[src/sv/bps_pkg.sv]
// Shared types and constants for the buzzer pattern sequencer.
// Used by every module of the block and by its checker; depends on nothing.
package bps_pkg;

  localparam int FREQ_W  = 15;
  localparam int DUR_W   = 32;
  localparam int IDX_W   = 2;
  localparam int PH3_W   = 12;  // phase within the 3000 ms continuous cycle
  localparam int PH1_W   = 10;  // phase within the 1000 ms locate cycle
  localparam int IN_TDATA_W  = 40;
  localparam int OUT_TDATA_W = 24;

  // Request opcodes
  typedef enum logic [1:0] {
    OP_TICK      = 2'd0,
    OP_PLAY      = 2'd1,
    OP_PLAY_CONT = 2'd2,
    OP_STOP      = 2'd3
  } op_t;

  // Pattern codes
  typedef enum logic [1:0] {
    PAT_SHORT  = 2'd0,
    PAT_LONG   = 2'd1,
    PAT_CONT   = 2'd2,
    PAT_LOCATE = 2'd3
  } pat_t;

  // Configuration register indexes
  typedef enum logic [IDX_W-1:0] {
    REG_FREQ_WARNING    = 2'd0,
    REG_FREQ_BREACH     = 2'd1,
    REG_FREQ_CONTINUOUS = 2'd2,
    REG_UNUSED          = 2'd3
  } reg_idx_t;

  // Pattern timing in ms
  localparam logic [DUR_W-1:0] T_100  = 32'd100;
  localparam logic [DUR_W-1:0] T_200  = 32'd200;
  localparam logic [DUR_W-1:0] T_300  = 32'd300;
  localparam logic [DUR_W-1:0] T_500  = 32'd500;
  localparam logic [DUR_W-1:0] T_700  = 32'd700;
  localparam logic [DUR_W-1:0] T_1200 = 32'd1200;
  localparam logic [DUR_W-1:0] T_1400 = 32'd1400;
  localparam logic [DUR_W-1:0] T_1900 = 32'd1900;

  localparam logic [PH3_W-1:0] PH3_LAST = 12'd2999;
  localparam logic [PH3_W-1:0] PH3_ON   = 12'd2000;

  localparam logic [PH1_W-1:0] PH1_LAST = 10'd999;
  localparam logic [PH1_W-1:0] PH1_200  = 10'd200;
  localparam logic [PH1_W-1:0] PH1_300  = 10'd300;
  localparam logic [PH1_W-1:0] PH1_500  = 10'd500;
  localparam logic [PH1_W-1:0] PH1_600  = 10'd600;
  localparam logic [PH1_W-1:0] PH1_800  = 10'd800;

  // Locate chirp tones in Hz
  localparam logic [FREQ_W-1:0] HZ_2000 = 15'd2000;
  localparam logic [FREQ_W-1:0] HZ_3000 = 15'd3000;
  localparam logic [FREQ_W-1:0] HZ_4000 = 15'd4000;

  // Register reset values
  localparam logic [FREQ_W-1:0] RST_FREQ_WARNING    = 15'd2700;
  localparam logic [FREQ_W-1:0] RST_FREQ_BREACH     = 15'd3500;
  localparam logic [FREQ_W-1:0] RST_FREQ_CONTINUOUS = 15'd3000;

  // One input request
  typedef struct packed {
    logic [DUR_W-1:0] run_ms;
    pat_t             pattern;
    op_t              opcode;
  } item_t;

  // One result
  typedef struct packed {
    logic              playing;
    logic [FREQ_W-1:0] tone_freq;
    logic              tone_on;
  } res_t;

  // Tone frequency registers
  typedef struct packed {
    logic [FREQ_W-1:0] warning;
    logic [FREQ_W-1:0] breach;
    logic [FREQ_W-1:0] continuous;
  } freq_cfg_t;

endpackage

[src/sv/bps_in_stage.sv]
// Input register of the buzzer pattern sequencer.
// Holds one accepted request until the engine takes it; uses bps_pkg.
module bps_in_stage import bps_pkg::*; (
  input  logic                  clk,
  input  logic                  rst_n,
  input  logic                  in_tvalid,
  output logic                  in_tready,
  input  logic [IN_TDATA_W-1:0] in_tdata,
  input  logic                  take,
  output logic                  item_vld,
  output item_t                 item
);

  logic  vld_r, vld_nxt;
  item_t item_r;
  logic  accept;

  // Free slot, or the held request leaves this cycle
  assign in_tready = !vld_r || take;
  assign accept    = in_tvalid && in_tready;

  always_comb begin
    vld_nxt = vld_r;
    if (accept) begin
      vld_nxt = 1'b1;
    end else if (take) begin
      vld_nxt = 1'b0;
    end
  end

  always_ff @(posedge clk) begin
    if (!rst_n) begin
      vld_r <= 1'b0;
    end else begin
      vld_r <= vld_nxt;
    end
  end

  // Payload needs no reset
  always_ff @(posedge clk) begin
    if (accept) begin
      item_r <= item_t'(in_tdata[$bits(item_t)-1:0]);
    end
  end

  assign item_vld = vld_r;
  assign item     = item_r;

endmodule

[src/sv/bps_cfg.sv]
// Tone frequency registers of the buzzer pattern sequencer.
// Written through the cfg channel; uses bps_pkg.
module bps_cfg import bps_pkg::*; (
  input  logic              clk,
  input  logic              rst_n,
  input  logic              cfg_valid,
  output logic              cfg_ready,
  input  logic [IDX_W-1:0]  cfg_index,
  input  logic [FREQ_W-1:0] cfg_data,
  output freq_cfg_t         freqs
);

  freq_cfg_t freqs_r, freqs_nxt;

  assign cfg_ready = 1'b1;

  // Decode the write; an index past the list is dropped
  always_comb begin
    freqs_nxt = freqs_r;
    if (cfg_valid) begin
      unique case (reg_idx_t'(cfg_index))
        REG_FREQ_WARNING:    freqs_nxt.warning    = cfg_data;
        REG_FREQ_BREACH:     freqs_nxt.breach     = cfg_data;
        REG_FREQ_CONTINUOUS: freqs_nxt.continuous = cfg_data;
        default:             freqs_nxt            = freqs_r;
      endcase
    end
  end

  always_ff @(posedge clk) begin
    if (!rst_n) begin
      freqs_r.warning    <= RST_FREQ_WARNING;
      freqs_r.breach     <= RST_FREQ_BREACH;
      freqs_r.continuous <= RST_FREQ_CONTINUOUS;
    end else begin
      freqs_r <= freqs_nxt;
    end
  end

  assign freqs = freqs_r;

endmodule

[src/sv/bps_engine.sv]
// Pattern state and tone selection of the buzzer pattern sequencer.
// Updates its state once per request taken; uses bps_pkg.
module bps_engine import bps_pkg::*; (
  input  logic      clk,
  input  logic      rst_n,
  input  logic      take,
  input  item_t     item,
  input  freq_cfg_t freqs,
  output res_t      res
);

  logic              active_r,  active_nxt;
  pat_t              pat_r,     pat_nxt;
  logic [DUR_W-1:0]  elapsed_r, elapsed_nxt;
  logic [DUR_W-1:0]  runlen_r,  runlen_nxt;
  logic [PH3_W-1:0]  ph3_r,     ph3_nxt;
  logic [PH1_W-1:0]  ph1_r,     ph1_nxt;
  logic              tone_r,    tone_nxt;
  logic [FREQ_W-1:0] hz_r,      hz_nxt;
  logic              expired;

  // Continuous and locate patterns end once past a nonzero run length
  assign expired = (runlen_r != '0) && (elapsed_r > runlen_r);

  // Next state for one request
  always_comb begin
    active_nxt  = active_r;
    pat_nxt     = pat_r;
    elapsed_nxt = elapsed_r;
    runlen_nxt  = runlen_r;
    ph3_nxt     = ph3_r;
    ph1_nxt     = ph1_r;
    tone_nxt    = tone_r;
    hz_nxt      = hz_r;
    unique case (item.opcode)
      OP_TICK: begin
        if (active_r) begin
          // Tone from the pattern at the current time
          tone_nxt = 1'b0;
          hz_nxt   = '0;
          unique case (pat_r)
            PAT_SHORT: begin
              priority if (elapsed_r < T_100) begin
                tone_nxt = 1'b1; hz_nxt = freqs.warning;
              end else if (elapsed_r < T_200) begin
                tone_nxt = 1'b0;
              end else if (elapsed_r < T_300) begin
                tone_nxt = 1'b1; hz_nxt = freqs.warning;
              end else begin
                active_nxt = 1'b0;
              end
            end
            PAT_LONG: begin
              priority if (elapsed_r < T_500) begin
                tone_nxt = 1'b1; hz_nxt = freqs.breach;
              end else if (elapsed_r < T_700) begin
                tone_nxt = 1'b0;
              end else if (elapsed_r < T_1200) begin
                tone_nxt = 1'b1; hz_nxt = freqs.breach;
              end else if (elapsed_r < T_1400) begin
                tone_nxt = 1'b0;
              end else if (elapsed_r < T_1900) begin
                tone_nxt = 1'b1; hz_nxt = freqs.breach;
              end else begin
                active_nxt = 1'b0;
              end
            end
            PAT_CONT: begin
              if (expired) begin
                active_nxt = 1'b0;
              end else if (ph3_r < PH3_ON) begin
                tone_nxt = 1'b1; hz_nxt = freqs.continuous;
              end
            end
            PAT_LOCATE: begin
              priority if (expired) begin
                active_nxt = 1'b0;
              end else if (ph1_r < PH1_200) begin
                tone_nxt = 1'b1; hz_nxt = HZ_2000;
              end else if (ph1_r < PH1_300) begin
                tone_nxt = 1'b0;
              end else if (ph1_r < PH1_500) begin
                tone_nxt = 1'b1; hz_nxt = HZ_3000;
              end else if (ph1_r < PH1_600) begin
                tone_nxt = 1'b0;
              end else if (ph1_r < PH1_800) begin
                tone_nxt = 1'b1; hz_nxt = HZ_4000;
              end else begin
                tone_nxt = 1'b0;
              end
            end
            default: active_nxt = active_r;
          endcase
          // Advance time; phases hold with elapsed once it saturates
          if (elapsed_r != '1) begin
            elapsed_nxt = elapsed_r + 1'b1;
            ph3_nxt     = (ph3_r == PH3_LAST) ? '0 : ph3_r + 1'b1;
            ph1_nxt     = (ph1_r == PH1_LAST) ? '0 : ph1_r + 1'b1;
          end
        end
      end
      OP_PLAY: begin
        pat_nxt     = item.pattern;
        elapsed_nxt = '0;
        ph3_nxt     = '0;
        ph1_nxt     = '0;
        active_nxt  = 1'b1;
      end
      OP_PLAY_CONT: begin
        pat_nxt     = PAT_CONT;
        elapsed_nxt = '0;
        ph3_nxt     = '0;
        ph1_nxt     = '0;
        runlen_nxt  = item.run_ms;
        active_nxt  = 1'b1;
      end
      OP_STOP: begin
        tone_nxt   = 1'b0;
        hz_nxt     = '0;
        active_nxt = 1'b0;
      end
      default: active_nxt = active_r;
    endcase
  end

  always_ff @(posedge clk) begin
    if (!rst_n) begin
      active_r  <= 1'b0;
      pat_r     <= PAT_SHORT;
      elapsed_r <= '0;
      runlen_r  <= '0;
      ph3_r     <= '0;
      ph1_r     <= '0;
      tone_r    <= 1'b0;
      hz_r      <= '0;
    end else if (take) begin
      active_r  <= active_nxt;
      pat_r     <= pat_nxt;
      elapsed_r <= elapsed_nxt;
      runlen_r  <= runlen_nxt;
      ph3_r     <= ph3_nxt;
      ph1_r     <= ph1_nxt;
      tone_r    <= tone_nxt;
      hz_r      <= hz_nxt;
    end
  end

  // Result as it stands after the request
  assign res.tone_on   = tone_nxt;
  assign res.tone_freq = tone_nxt ? hz_nxt : '0;
  assign res.playing   = active_nxt;

endmodule

[src/sv/bps_out_stage.sv]
// Result register of the buzzer pattern sequencer.
// Holds one result until the sink takes it; uses bps_pkg.
module bps_out_stage import bps_pkg::*; (
  input  logic                   clk,
  input  logic                   rst_n,
  input  logic                   load,
  input  res_t                   res,
  output logic                   room,
  output logic                   out_tvalid,
  input  logic                   out_tready,
  output logic [OUT_TDATA_W-1:0] out_tdata
);

  logic vld_r, vld_nxt;
  res_t res_r;

  // Empty, or the held result leaves this cycle
  assign room = !vld_r || out_tready;

  always_comb begin
    vld_nxt = vld_r;
    if (load) begin
      vld_nxt = 1'b1;
    end else if (out_tready) begin
      vld_nxt = 1'b0;
    end
  end

  always_ff @(posedge clk) begin
    if (!rst_n) begin
      vld_r <= 1'b0;
    end else begin
      vld_r <= vld_nxt;
    end
  end

  always_ff @(posedge clk) begin
    if (load) begin
      res_r <= res;
    end
  end

  assign out_tvalid = vld_r;
  assign out_tdata  = {{(OUT_TDATA_W - $bits(res_t)){1'b0}}, res_r};

endmodule

[src/sv/buzzer_pattern_sequencer.sv]
// Buzzer pattern sequencer: a request in and a result out every unstalled cycle.
// Path: input register, then pattern engine, then result register on out_.
// Throughput: one request per cycle while out_ is not stalled.
// Reset (rst_n low, synchronous): channels empty, pattern idle, tone off,
// tone frequency registers back to 2700 / 3500 / 3000 Hz.
module buzzer_pattern_sequencer import bps_pkg::*; (
  input  logic                   clk,
  input  logic                   rst_n,
  // [1:0] opcode, [3:2] pattern, [35:4] run_ms, [39:36] zero
  input  logic [IN_TDATA_W-1:0]  in_tdata,
  input  logic                   in_tvalid,
  output logic                   in_tready,
  // [0] tone_on, [15:1] tone_freq, [16] playing, [23:17] zero
  output logic [OUT_TDATA_W-1:0] out_tdata,
  output logic                   out_tvalid,
  input  logic                   out_tready,
  input  logic                   cfg_valid,
  output logic                   cfg_ready,
  input  logic [IDX_W-1:0]       cfg_index,
  input  logic [FREQ_W-1:0]      cfg_data
);

  item_t     item;
  logic      item_vld;
  logic      room;
  logic      take;
  res_t      res;
  freq_cfg_t freqs;

  // A request moves on when the result register can take its result
  assign take = item_vld && room;

  bps_in_stage u_in (
    .clk       (clk),
    .rst_n     (rst_n),
    .in_tvalid (in_tvalid),
    .in_tready (in_tready),
    .in_tdata  (in_tdata),
    .take      (take),
    .item_vld  (item_vld),
    .item      (item)
  );

  bps_cfg u_cfg (
    .clk       (clk),
    .rst_n     (rst_n),
    .cfg_valid (cfg_valid),
    .cfg_ready (cfg_ready),
    .cfg_index (cfg_index),
    .cfg_data  (cfg_data),
    .freqs     (freqs)
  );

  bps_engine u_eng (
    .clk   (clk),
    .rst_n (rst_n),
    .take  (take),
    .item  (item),
    .freqs (freqs),
    .res   (res)
  );

  bps_out_stage u_out (
    .clk        (clk),
    .rst_n      (rst_n),
    .load       (take),
    .res        (res),
    .room       (room),
    .out_tvalid (out_tvalid),
    .out_tready (out_tready),
    .out_tdata  (out_tdata)
  );

endmodule

[config.mk]
export PLATFORM = sky130hd
export DESIGN_NAME = buzzer_pattern_sequencer
export DESIGN_NICKNAME = d
export VERILOG_FILES = /design/src/sv/bps_pkg.sv /design/src/sv/bps_in_stage.sv /design/src/sv/bps_cfg.sv /design/src/sv/bps_engine.sv /design/src/sv/bps_out_stage.sv /design/src/sv/buzzer_pattern_sequencer.sv
export SDC_FILE = /design/constraint.sdc
export NUM_CORES = 1
export LEC_CHECK = 0
export ABC_AREA = 1
export BUFFER_PORTS_ARGS = -buffer_cell sky130_fd_sc_hd__clkbuf_2
export CAP_MARGIN = 10
export CORE_ASPECT_RATIO = 1.25
export CORE_MARGIN = 2
export CORE_UTILIZATION = 55
export CTS_CLUSTER_DIAMETER = 120
export DETAILED_ROUTE_END_ITERATION = 8
export PLACE_DENSITY = 0.76
export SYNTH_ARGS = -nofsm -noshare
export SYNTH_HDL_FRONTEND = slang
export SYNTH_HIERARCHICAL = 1
export SYNTH_SLANG_ARGS = --single-unit
[constraint.sdc]
create_clock -name clk -period 9.4 [get_ports clk]
set_input_delay 1.88 -clock clk [delete_from_list [all_inputs] [get_ports clk]]
set_output_delay 1.88 -clock clk [all_outputs]
set_load 0.03 [all_outputs]
# Yosys cells after proc, flatten, opt, wreduce, memory -nomap -nowiden
# Cells that the tools add are included.
[op_classes]
n_mul = 0
bitwise_logic = 0
n_mux = 64
reduce_logical = 23
div = 0
add_sub_neg = 3
shift = 0
magnitude_cmp = 15
n_eq_ne = 13
[ops]
columns = ["cell", "n"]
rows = [
  ["2-to-1 mux 15 bit", 16],
  ["< comparator 32 x 11 -> 1 bit, second input constant", 3],
  ["< comparator 32 x 9 -> 1 bit, second input constant", 2],
  ["2-to-1 mux 32 bit", 2],
  ["one-hot mux 32 bit (2 select lines)", 1],
  ["one-hot mux 15 bit (4 select lines)", 1],
  ["2-to-1 mux 12 bit", 4],
  ["adder 32 x 1 -> 32 bit, second input constant", 1],
  ["> comparator 32 bit", 1],
  ["< comparator 32 x 10 -> 1 bit, second input constant", 1],
  ["< comparator 32 x 7 -> 1 bit, second input constant", 1],
  ["< comparator 32 x 8 -> 1 bit, second input constant", 1],
  ["!= test 32 bit, second input constant", 1],
  ["nonzero test 32 bit", 1],
  ["2-to-1 mux 10 bit", 3],
  ["one-hot mux 15 bit (2 select lines)", 1],
  ["2-to-1 mux 1 bit", 29],
  ["one-hot mux 12 bit (2 select lines)", 1],
  ["< comparator 10 bit, second input constant", 2],
  ["< comparator 10 x 9 -> 1 bit, second input constant", 2],
  ["one-hot mux 10 bit (2 select lines)", 1],
  ["adder 12 x 1 -> 12 bit, second input constant", 1],
  ["equality test 12 bit, second input constant", 1],
  ["< comparator 12 x 11 -> 1 bit, second input constant", 1],
  ["18 further kinds", 40],
]
[word_totals]
regBits = 205
input_bits = 62
mem_bits_ro = 0
latchBits = 0
n_memories = 0
wordCells = 137
ram_bits = 0

# Longest topological paths before layout
[logic_depth]
word_depth = 10
ltp_mapped = 22
mapped_depth_nobuf = 22

# Cells and area by module
# Netlist, hierarchy kept.
[modules_own_cells]
columns = ["module", "n_inst", "area_each_um2", "cells_per_inst", "seq_area_each_um2"]
rows = [
  ["bps_engine", 1, 6915.4, 1083, 2102.0],
  ["bps_cfg", 1, 1943.1, 258, 900.9],
  ["bps_in_stage", 1, 1132.3, 43, 1101.1],
  ["bps_out_stage", 1, 613.1, 31, 530.5],
  ["buzzer_pattern_sequencer", 1, 7.5, 2, 0.0],
]

# Worst setup path after synthesis
# Ideal clock, no wire load.
[synth_timing]
path_kind = "input to register"
start = "input out_tready"
end = "register u_in.item_r, in the netlist u_in/item[0], enable pin"
slack_ns = 4.669
required_ns = 8.959
path_stages = 6
setup_time_ns = 0.441
arrival_ns = 4.290
cell_sequence = "inv_1 -> nand2_2 -> nand2_1 -> inv_1 -> inv_2 -> a21oi_1"
[synth_between]
elab_chain_len = 4
[synth_lines]
columns = ["item", "line", "rtl"]
rows = [
  ["start, declared", "buzzer_pattern_sequencer.sv:16", "input logic out_tready,"],
  ["logical OR 1 bit", "bps_out_stage.sv:18", "assign room = !vld_r || out_tready;"],
  ["via room", "buzzer_pattern_sequencer.sv:25", "logic room;"],
  ["logical AND 1 bit", "buzzer_pattern_sequencer.sv:31", "assign take = item_vld && room;"],
  ["via take", "buzzer_pattern_sequencer.sv:26", "logic take;"],
  ["logical OR 1 bit", "bps_in_stage.sv:19", "assign in_tready = !vld_r || take;"],
  ["logical AND 1 bit", "bps_in_stage.sv:20", "assign accept = in_tvalid && in_tready;"],
  ["via u_in.accept", "bps_in_stage.sv:16", "logic accept;"],
  ["end signal, assigned", "bps_in_stage.sv:42", "item_r <= item_t'(in_tdata[$bits(item_t)-1:0]);"],
  ["end, declared", "bps_in_stage.sv:15", "item_t item_r;"],
]
# The timed path passes the listed nets, and every way through them passes these cells.
# A chain may end at the register's enable or synchronous reset.

# Worst setup path after layout
[layout_timing]
start = "input out_tready"
end = "output in_tready"
[layout_between]
elab_chain_len = 3
[layout_lines]
columns = ["item", "line", "rtl"]
rows = [
  ["logical OR 1 bit", "bps_out_stage.sv:18", ""],
  ["via room", "buzzer_pattern_sequencer.sv:25", ""],
  ["logical AND 1 bit", "buzzer_pattern_sequencer.sv:31", ""],
  ["via take", "buzzer_pattern_sequencer.sv:26", ""],
  ["logical OR 1 bit", "bps_in_stage.sv:19", ""],
  ["end, declared", "buzzer_pattern_sequencer.sv:12", "output logic in_tready,"],
]
# The timed path passes the listed nets, and every way through them passes these cells.

==> summary.txt <==
setup ws final: 4.53 ns
CTS buffer count: 22
multi-input logic area: 0.00485 mm2
register-to-register setup slack: 5.64 ns
hold depth: 2
Final min period: 4.87 ns
Total GRT Usage: 24.5%
CTS max path bufs: 3
max-cap check violation count: 0
hold path endpoint: u_cfg/freqs[41]
Crit. End Element: output pin
clock tree from TritonCTS: built
routability cong.: 0.931
initial DRC count: 471
Via density: 5.48
Slew headroom: 33.7%
Initial Util: 56.3%
global-route wire length before repair: 41.4 mm
number of synthesized flops with an enable pin: 53
via count: 9,396
Overflow after GRT: 0
initial antenna violation count: 0
Post-CTS Setup Repair Bufs: 0
Worst Skew: 0.00783 ns
main flop type after synthesis: dfxtp_1
LEAKAGE: 5.17 nW
vias in the first global route: 8,837
Post-Layout Cell Count: 1,715
DP HPWL: 17.6 mm
GRT Max-Usage Layer: met2
Final Hold Viols: 0
Final setup viols: 0
# diodes: 0
GR Util met2: 45.1%
FF-to-FF Start: u_in/item_vld
htree depth: 1
Resize count post-CTS: 0
min-delay src: u_cfg/freqs[41]
largest net degree at the start of global routing: 89
# hold bufs at CTS: 0
Setup Crit Path Kind: in2out
clk sink count: 205
layout cells sized above 1: 10.7%
grt met1 use: 28.2%
YS warnings: 6
period utilization: 51.8%
outcome: finished clean
worst path cell trace: clkbuf_2 > inv_1 > nand2_2 > nand2_1 > inv_1 > buf_4 > inv_2 > nand2_2 > clkbuf_2
CP peak stage delay: 0.42 ns
Syn Inst Count: 1,417
worst min-delay path category: reg2reg
most frequent cells in the layout: nand2_1, inv_1, dfxtp_1, nor2_1, a21oi_1
Worst R2R Path Depth: 10
# IOs: 89
register area share after synthesis: 43.7%
detailed-route wire length: 25.7 mm
Post-DRT Antenna Nets: 0
clk_lat worst skew: 0.50 ns
DR DRC count: 0
Root Buffer: clkbuf_16
Final nets: 1,568
FF/Latch Area: 0.00463 mm2
die width: 128 um
Die Area: 0.0204 mm2
TNS Setup: 0 ns
Peak VDD IR: 0.000110 V
startpoint types: primary input
Crit Reg-Reg Endpoint: u_eng/elapsed_r[15]
FMAX: 205 MHz
I/O Buffers: 76
Inst Count DP: 1,675
mean post-synth cell area: 7.49 um2
M3 GR Usage: 2.89%
Reg clk slew, reported paths: 0.06 ns
most common cell after layout, fill and taps aside: nand2_1
worst slew pin tran: 0.992 ns
Synth async-reset ratio: 0%
Crit-path slowest cell: buf_4
DIE HEIGHT: 159 um
Fill cells: 1,701
Placement Setup Slack: 4.09 ns
CORE AREA: 0.0188 mm2
unrepaired setup endpoints after global routing: false
post-synthesis cell type count: 54
Area growth syn-to-layout: 10.6%
routed length per placed instance: 15.0 um
Rows: 56
critical path required time: 7.52 ns
crit path DAT: 2.99 ns
DRT Pass-1 Iters: 5
Critical Path Fanout Max: 43
register bit total from synthesis: 205
fin. max-slew vios: 0
mapped cell area: 0.0106 mm2
pwr dens: 176 mW/mm2
-- cell type report --
cell class / instances / area share (%)
Tap cell: 232 / 2.47
Inverter: 210 / 6.85
Multi-Input combinational cell: 947 / 41.3
Sequential cell: 205 / 39.5
Clock buffer: 32 / 5.72
Timing Repair Buffer: 81 / 3.56
Clock inverter: 8 / 0.587
-- routing by layer --
layer | vias to the layer above | wire length (um)
met3 | 67 | 1100
met4 | 0 | 1030
li1 | 4744 | -
met2 | 261 | 13300
met5 | - | 0
met1 | 4324 | 10300
-- how the worst max path moves through the flow --
stage	to	depth (start not counted)	slack, ns	from
floorplan	u_in/item[0]	6	4.67	out_tready
global placement	u_eng/elapsed_r[4]	13	4.08	out_tready
detailed placement	u_eng/elapsed_r[22]	13	4.09	out_tready
CTS	in_tready	9	4.52	out_tready
global route	u_eng/elapsed_r[9]	13	4.24	out_tready
finish	in_tready	9	4.53	out_tready
-- report_power, final --
part           switching [mW]  total, mW  leakage (nW)  internal [mW]
registers              0.0205      0.968          1.75          0.948
logic                   0.160      0.229          3.06         0.0692
clock network           0.350      0.873         0.371          0.523
total                   0.531       2.07          5.17           1.54
-- logic make-up (layout without fill, tap and decap cells) --
| kind of cell | Yosys count | after routing | synth area share [%] |
|---|---|---|---|
| DFF | 205 | 205 | 43.7 |
| other | 2 | 8 | 0.0708 |
| and+or+nand+nor | 653 | 653 | 27.5 |
| adders and majority gates | 39 | 39 | 4.60 |
| xor gates and xnor gates | 2 | 2 | 0.165 |
| AOI/OAI and AO/OA | 245 | 245 | 13.0 |
| buffers and inverters | 271 | 331 | 11.0 |
-- cells in the mapped netlist, drive strengths merged (2+ instances only) --
library cell    n  area share, %
conb            2          0.071
nand4          39            2.3
edfxtp         53             15
a31oi           3           0.18
o31ai           2           0.14
xor2            2           0.17
o21ai          67            3.2
a211oi          8           0.57
nand3         104            5.2
o21bai          5           0.35
a22oi           8           0.57
clkinv          2          0.071
a221oi          3           0.25
o211ai          6           0.42
clkbuf         25           0.90
dfxtp         152             29
nor3b           6           0.42
nor3           29            1.6
inv           208            7.5
o21a            9           0.64
ha             39            4.6
buf            36            2.5
a21oi         127            6.1
nor2          147            5.4
nor4           12           0.83
nand2         313             12
-- state kept, by name, summed over array words and instances (netlist names) --
register,cells
u_out/out_tvalid,1
u_out/out_tdata,17
u_eng/pat_r,2
u_eng/ph1_r,10
u_in/item,36
u_eng/ph3_r,12
u_eng/runlen_r,32
u_eng/elapsed_r,32
u_in/item_vld,1
u_eng/active_r,1
u_eng/tone_r,1
u_cfg/freqs,45
u_eng/hz_r,15
-- worst max-delay path, delay by kind of cell --
family | cells | cell delay, ns
buffers and inverters | 6 | 0.90
AND/OR/NAND/NOR | 3 | 0.20
-- stage by stage --
| step | instance area, um2 | hold WS, ns | power, mW | utilization [%] |
|---|---|---|---|---|
| 2_1_floorplan | 10600 | 0.429 | 1.15 | - |
| 3_3_place_gp | 11000 | 0.440 | 1.21 | 58.3 |
| 3_5_place_dp | 11000 | 0.443 | 1.21 | 58.3 |
| 4_1_cts | 11700 | 0.459 | 2.09 | 62.2 |
| 5_1_grt | 11700 | 0.477 | 2.15 | 62.2 |
| 6_report | 11700 | 0.459 | 2.07 | 62.2 |
(Power assumes the default switching activity.)
